[src/hdl/frkvc_pkg.sv]
// ----------------------------------------------------------------------------
// frkvc_pkg
// Shared types and constants for the fifo-replacement key/value cache.
// ----------------------------------------------------------------------------
package frkvc_pkg;

  // port field widths
  localparam int MODE_W  = 2;
  localparam int KEY_W   = 64;
  localparam int VAL_W   = 64;
  localparam int COUNT_W = 6;
  localparam int LIMIT_W = 6;

  // default sizing
  localparam int MAX_ENTRIES_DEF = 32;
  localparam int KEY_BITS_DEF    = 64;
  localparam int VALUE_BITS_DEF  = 64;

  // limit register value after reset
  localparam logic [LIMIT_W-1:0] LIMIT_RESET = 6'd20;

  // operation codes
  localparam logic [MODE_W-1:0] MODE_LOOKUP = 2'd0;
  localparam logic [MODE_W-1:0] MODE_ADD    = 2'd1;
  localparam logic [MODE_W-1:0] MODE_REMOVE = 2'd2;
  localparam logic [MODE_W-1:0] MODE_CLEAR  = 2'd3;

  // per-cell control from the sequencer
  typedef struct packed {
    logic cmp_en;     // capture key compare into match flag
    logic in_range;   // cell holds a valid entry
    logic load_new;   // load the incoming key/value
    logic take_next;  // take key/value/match from the younger neighbor
  } cell_ctl_t;

endpackage

[src/hdl/frkvc_cell.sv]
// ----------------------------------------------------------------------------
// frkvc_cell
// One storage slot: key, value and match flag, with a key comparator and a
// shift path from the younger neighbor.
// ----------------------------------------------------------------------------
module frkvc_cell #(
  parameter int KEY_BITS   = frkvc_pkg::KEY_BITS_DEF,
  parameter int VALUE_BITS = frkvc_pkg::VALUE_BITS_DEF
) (
  input  logic                  clk,
  input  frkvc_pkg::cell_ctl_t  ctl,
  input  logic [KEY_BITS-1:0]   key_in,
  input  logic [VALUE_BITS-1:0] val_in,
  input  logic [KEY_BITS-1:0]   nb_key,
  input  logic [VALUE_BITS-1:0] nb_val,
  input  logic                  nb_match,
  output logic [KEY_BITS-1:0]   key_o,
  output logic [VALUE_BITS-1:0] val_o,
  output logic                  match_o
);

  logic [KEY_BITS-1:0]   key_r;
  logic [VALUE_BITS-1:0] val_r;
  logic                  match_r;

  // slot contents
  always_ff @(posedge clk) begin
    if (ctl.load_new) begin
      key_r <= key_in;
      val_r <= val_in;
    end else if (ctl.take_next) begin
      key_r <= nb_key;
      val_r <= nb_val;
    end
  end

  // match flag, shifts along with the entry
  always_ff @(posedge clk) begin
    if (ctl.cmp_en) begin
      match_r <= ctl.in_range && (key_r == key_in);
    end else if (ctl.take_next) begin
      match_r <= nb_match;
    end
  end

  assign key_o   = key_r;
  assign val_o   = val_r;
  assign match_o = match_r;

endmodule

[config.mk]
export PLATFORM = sky130hd
export DESIGN_NAME = frkvc_cell
export DESIGN_NICKNAME = d
export VERILOG_FILES = /design/src/hdl/frkvc_pkg.sv /design/src/hdl/frkvc_cell.sv
export SDC_FILE = /design/constraint.sdc
export NUM_CORES = 1
export LEC_CHECK = 0
export CAP_MARGIN = 20
export CORE_AREA = 4 4 149 151
export CTS_BUF_LIST = sky130_fd_sc_hd__clkbuf_2
export CTS_CLUSTER_DIAMETER = 40
export DETAILED_ROUTE_END_ITERATION = 12
export DIE_AREA = 0 0 153 155
export DONT_BUFFER_PORTS = 1
export SLEW_MARGIN = 20
export SYNTH_ARGS = -nofsm -noshare
export SYNTH_HDL_FRONTEND = slang
export SYNTH_SLANG_ARGS = --single-unit
[constraint.sdc]
create_clock -name clk -period 4.65 [get_ports clk]
set_input_delay 0.465 -clock clk [delete_from_list [all_inputs] [get_ports clk]]
set_output_delay 0.465 -clock clk [all_outputs]
set_load 0.02 [all_outputs]
==> metrics.txt, run 1 <==
status=aborted with a tool error; Fail Step=4_1_cts; Error=[ERROR RSZ-0060] Max buffer count reached.; FF+latch count, synth=129; effective utilization at floorplan=0.294; post-CTS setup buffers=0; post-DP HPWL=about 13000 µm; Syn. warnings=0; I/O pin total=391; asr flop ratio synth=0; Max Buffers Root-to-Sink=2; Clock Tree Root=clkbuf_2; GPL Wtd Cong=between 0.8 and 0.9; Die Width=153 µm; post-synth top area cell=edfxtp_1; number of synthesized flops with an enable pin=roughly 130; Synth cell types=20; Cell Area, Synth=a little over 6000 µm²; share of the synthesized area in the top cell type=0.633; Inst Count DP=634; row cnt=between 50 and 60; sequential cell area fraction in the yosys report=0.633; Most used DFF post-synth=edfxtp_1; synth top area cells=edfxtp_1 63%, mux2_2 24%, xor2_1 4.4%, xnor2_1 3.3%, nor4_1 0.92%; Die H=about 160 µm; H-Tree Depth=4; total CTS buffers=17; CTS Sinks=129; Mapped Nets=634; Synth Instances=around 370; I/O Buffers=0; post_cts resized=0; syn avg cell area=between 15 and 20 µm²; Post-CTS Hold Buffers=135
-- cell families after synthesis --
| logic type | Yosys count | synth area share |
|---|---|---|
| muxes | 128 | 0.235 |
| AOI/OAI and AO/OA | 10 | 0.0131 |
| and+or+nand+nor | 26 | 0.0264 |
| xor gates and xnor gates | 54 | 0.0772 |
| buffers and inverters | 25 | 0.0153 |
| DFF | 129 | 0.633 |
-- synthesized netlist by cell type (2+ instances only) --
cell / count
mux2_2: 128
inv_1: 11
edfxtp_1: 129
xnor2_1: 23
o221ai_1: 2
nand3_1: 2
or2_2: 2
a22o_1: 3
clkbuf_1: 13
o22ai_1: 3
or4_1: 2
nor4_1: 9
nand4_1: 7
nand2b_1: 2
xor2_1: 31
-- per-stage QoR --
stage	cell area, µm²	hold slack [ns]	worst slack, ns	util
floorplan	6120	0.665	1.41	-
global placement	6440	0.682	2.47	0.309
detailed placement	6440	0.680	2.39	0.309
==> run 2, diff against run 1 <==
--- a/config.mk
+++ b/config.mk
@@ -6,12 +6,11 @@
 export NUM_CORES = 1
 export LEC_CHECK = 0
 export CAP_MARGIN = 20
-export CORE_AREA = 4 4 149 151
-export CTS_BUF_LIST = sky130_fd_sc_hd__clkbuf_2
-export CTS_CLUSTER_DIAMETER = 40
+export CORE_AREA = 4 4 162 164
 export DETAILED_ROUTE_END_ITERATION = 12
-export DIE_AREA = 0 0 153 155
+export DIE_AREA = 0 0 166 168
 export DONT_BUFFER_PORTS = 1
+export PLACE_DENSITY_LB_ADDON = 0.15
 export SLEW_MARGIN = 20
 export SYNTH_ARGS = -nofsm -noshare
 export SYNTH_HDL_FRONTEND = slang
==> run 2 against run 1 <==
The flow now finishes without violations. Synthesized cell count stayed put. Area after synthesis stayed put.
==> metrics.txt, run 2 <==
Synth cell types=20; I/O pin total=391; cell mode on critical path=or4_1; Syn. warnings=0; multi-input logic area=2160 µm²; slowest stage delay, CP=~0.56 ns; layout cells sized above 1=0.415; number of DRC markers in iteration 0=between 100 and 150; vias per inst=between 4 and 5; vias in the first global route=~3800; WL met2=approximately 9700 µm; worst slack, placed=~2.5 ns; post-route minimum period=about 2.1 ns; initial antenna violation count=0; Max Buffers Root-to-Sink=2; Post-Route Skew=~0.013 ns; Final #Nets=640; WL per Instance=~24 µm; Most used DFF post-synth=edfxtp_1; Arr. time, crit path=about 2.3 ns; CTS tree=done; top post-synthesis cells by count=129 x edfxtp_1, 128 x mux2_2, 31 x xor2_1, 23 x xnor2_1, 13 x clkbuf_1; Post-CTS Hold Buffers=0; most frequent cells in the layout=129 x edfxtp_1, 128 x mux2_2, 31 x xor2_1, 23 x xnor2_1, 17 x clkbuf_16; core area=between 20000 and 25000 µm²; Clock Tree Root=clkbuf_16; Hold Crit Class=input port to flop; fill count=~2500; Synth Instances=around 370; status=completed; Reg area=slightly below 4000 µm²; R2R depth=5; clock slew seen by the registers of the worst setup and hold paths=about 0.06 ns; crit path to=match_o; final setup fails=0; total die area=about 28000 µm²; f_max=between 400 and 500 MHz; syn avg cell area=between 15 and 20 µm²; leading cell type in the layout, fill and taps excluded=edfxtp_1; Cell Area, Synth=approximately 6100 µm²; synth top area cells=edfxtp_1 63%, mux2_2 24%, xor2_1 4.4%, xnor2_1 3.3%, nor4_1 0.92%; number of synthesized flops with an enable pin=roughly 130; CP Capture Type=flop; post-DP HPWL=about 13000 µm; H-Tree Depth=4; Crit path depth=5; RSZ-0062 raised after global routing=false; final core occ=0.287; Fin Setup TNS=0 ns; final setup margin=around 2.6 ns; Die H=168 µm; Die Width=roughly 170 µm; Peak supply drop=roughly 220 µV; Final Cell Area=7140 µm²; worst r2r src=key_o[12]; final wirelength=approximately 18000 µm; effective utilization at floorplan=0.246; GPL Wtd Cong=~0.79; leakage power=2.42 nW; antenna-violating nets left=0; Crit Path Max Fanout=2; Fin. Hold Viols=0; Power per Cell Area=between 400 and 500 nW/µm²; Worst setup SP type=flop; CTS Sinks=129; max layer used=met4; clock group share of total power=0.431; combinational share of power=0.065; Switching Share=0.262; worst path bufs/invs=1; P_int=2.48 mW; R2R setup slack=approximately 2.6 ns; drt drc=0; WS Path Type=flop to flop; maxcap violations=0; share of the synthesized area in the top cell type=0.633; FF+latch count, synth=129; Placed Area=around 6500 µm²; Area Overhead vs Synth=16.6%; routed via count=between 3000 and 4000; Mapped Nets=about 630; total gr overflow=0; Critical R2R Capture=match_o; CP max-delay cell=or4_1; I/O Buffers=0; asr flop ratio synth=0; clk_lat worst skew=approximately 0.41 ns; total CTS buffers=17; CP Launch Point=key_o[12]; sequential cell area fraction in the yosys report=0.633; largest net degree at the start of global routing=130; Slew Viols, Final=0; measured slew at the worst slew-check pin=around 0.96 ns; CP cell instances=inv_1 -> o2bb2ai_1 -> or4_1 -> or4_1 -> o22ai_1; routed length on met3=between 1500 and 2000 µm; post-CTS setup buffers=0; post_cts resized=0; global-route wire length before repair=roughly 25000 µm; M1 WL=5860 µm; post-synth top area cell=edfxtp_1; fin crit share=0.449; GRT Util Overall=0.118; sw power=between 800 and 900 µW; Flop pwr share=0.504; most frequent cell after synthesis=edfxtp_1; max_slew headroom=0.363; CP required=between 4 and 5 ns; row cnt=just under 60; cell family with most CP delay=simple AND/OR/NAND/NOR gates; router iterations before antenna repair=4
[run 2: cell counts after synthesis]
No cell type changed its count.
[run 2: how the worst min path moves through the flow]
stage / from / endpoint / slack [ns] / depth (start not counted)
global route: ctl[3] / match_o / 0.23 / 1
global placement: ctl[3] / match_o / 0.67 / 1
detailed placement: ctl[3] / match_o / 0.67 / 1
CTS: ctl[3] / match_o / 0.23 / 1
finish: ctl[3] / match_o / 0.26 / 1
floorplan: ctl[3] / match_o / 0.67 / 1
[run 2: kinds of logic (layout without fill, tap and decap cells)]
logic type             count (synthesis)  after routing  share of synthesized area
flip-flops                           129            129                      0.633
AO/OA/AOI/OAI                         10             10                     0.0131
other                                  0              1                          0
buffers and inverters                 25             43                     0.0153
XOR/XNOR                              54             54                     0.0772
multiplexers                         128            128                      0.235
AND/OR/NAND/NOR                       26             26                     0.0264
[run 2: routing by layer]
metal	track usage	vias to the layer above
li1	-	1447
met1	0.113	1550
met2	0.226	253
met3	0.0578	9
met4	0.0283	0
met5	0	-
[run 2: worst reg2reg max path: stages, from the launching register on]
cell and delay (ns):
edfxtp_1 0.49, inv_1 0.11, o2bb2ai_1 0.13, or4_1 0.56, or4_1 0.54, o22ai_1 0.11
[run 2: cell type report]
type	instances	area share
timing repair buffer	1	0.00281
sequential	129	0.543
multi-input combinational	218	0.302
inverter	11	0.00579
clock inverter	14	0.0284
clock buffer	17	0.0596
tap	330	0.0579
antenna	1	0.000351
[run 2: power by group through the flow]
stage	clock network, mW	registers, mW	logic, mW
finish	1.45	1.69	0.217
global route	1.55	1.71	0.240
CTS	1.50	1.70	0.224
detailed placement	0	1.72	0.223
global placement	0	1.73	0.217
floorplan	0	1.68	0.194
[run 2: through the flow]
stage	total power [mW]	std cells	hold WS, ns
3_5_place_dp	1.95	689	0.671
6_report	3.36	721	0.263
2_1_floorplan	1.87	372	0.665
4_1_cts	3.43	720	0.232
3_3_place_gp	1.95	689	0.667
5_1_grt	3.50	720	0.235
No activity file was read; power rests on OpenSTA's default activity.
==> run 3, diff against run 2 <==
==> constraint.sdc (replaced) <==
create_clock -name clk -period 1.9 [get_ports clk]
set_input_delay 0.19 -clock clk [delete_from_list [all_inputs] [get_ports clk]]
set_output_delay 0.19 -clock clk [all_outputs]
set_load 0.02 [all_outputs]
==> run 3 against run 2 <==
The flow now stops in 4_1_cts. Area after synthesis unchanged. Synthesized cell count did not move.
==> metrics.txt, run 3 <==
status=aborted with a tool error; Fail Step=4_1_cts; Error=[ERROR RSZ-0060] Max buffer count reached.; I/O pin total=a little under 400; most frequent cell after synthesis=edfxtp_1; effective utilization at floorplan=0.246; FF+latch count, synth=129; Die Width=166 µm; Synth Instances=about 370; Mapped Nets=roughly 630; Syn. warnings=0; Clock Tree Root=clkbuf_16; CTS Sinks=about 130; top post-synthesis cells by count=129 x edfxtp_1, 128 x mux2_2, 31 x xor2_1, 23 x xnor2_1, 13 x clkbuf_1; Cell Area, Synth=between 6000 and 7000 µm²; Most used DFF post-synth=edfxtp_1; Die H=roughly 170 µm; GPL Wtd Cong=roughly 0.81; Post-CTS Hold Buffers=roughly 160; synth top area cells=edfxtp_1 63%, mux2_2 24%, xor2_1 4.4%, xnor2_1 3.3%, nor4_1 0.92%; post_cts resized=11; post-synth top area cell=edfxtp_1; Max Buffers Root-to-Sink=2; Synth cell types=20; asr flop ratio synth=0; share of the synthesized area in the top cell type=0.633; Placed Area=between 6000 and 7000 µm²; syn avg cell area=between 15 and 20 µm²; H-Tree Depth=4; post-CTS setup buffers=0; I/O Buffers=0; sequential cell area fraction in the yosys report=0.633; total CTS buffers=17; post-DP HPWL=roughly 14000 µm; number of synthesized flops with an enable pin=129; row cnt=58
[run 3: cell counts after synthesis]
Identical to the previous run, type by type.
[run 3: per-stage QoR]
step,cells,utilization,hold slack (ns),setup TNS [ns],setup WS [ns]
detailed placement,744,0.278,0.404,-0.116,-0.116
global placement,744,0.278,0.410,-0.0966,-0.0966
floorplan,372,-,0.390,0,0.0178
[run 3: cells by family after synthesis]
group                     after synthesis  share of synthesized area
AOI/OAI and AO/OA                      10                     0.0131
DFF                                   129                      0.633
buffers and inverters                  25                     0.0153
and+or+nand+nor                        26                     0.0264
muxes                                 128                      0.235
xor gates and xnor gates               54                     0.0772
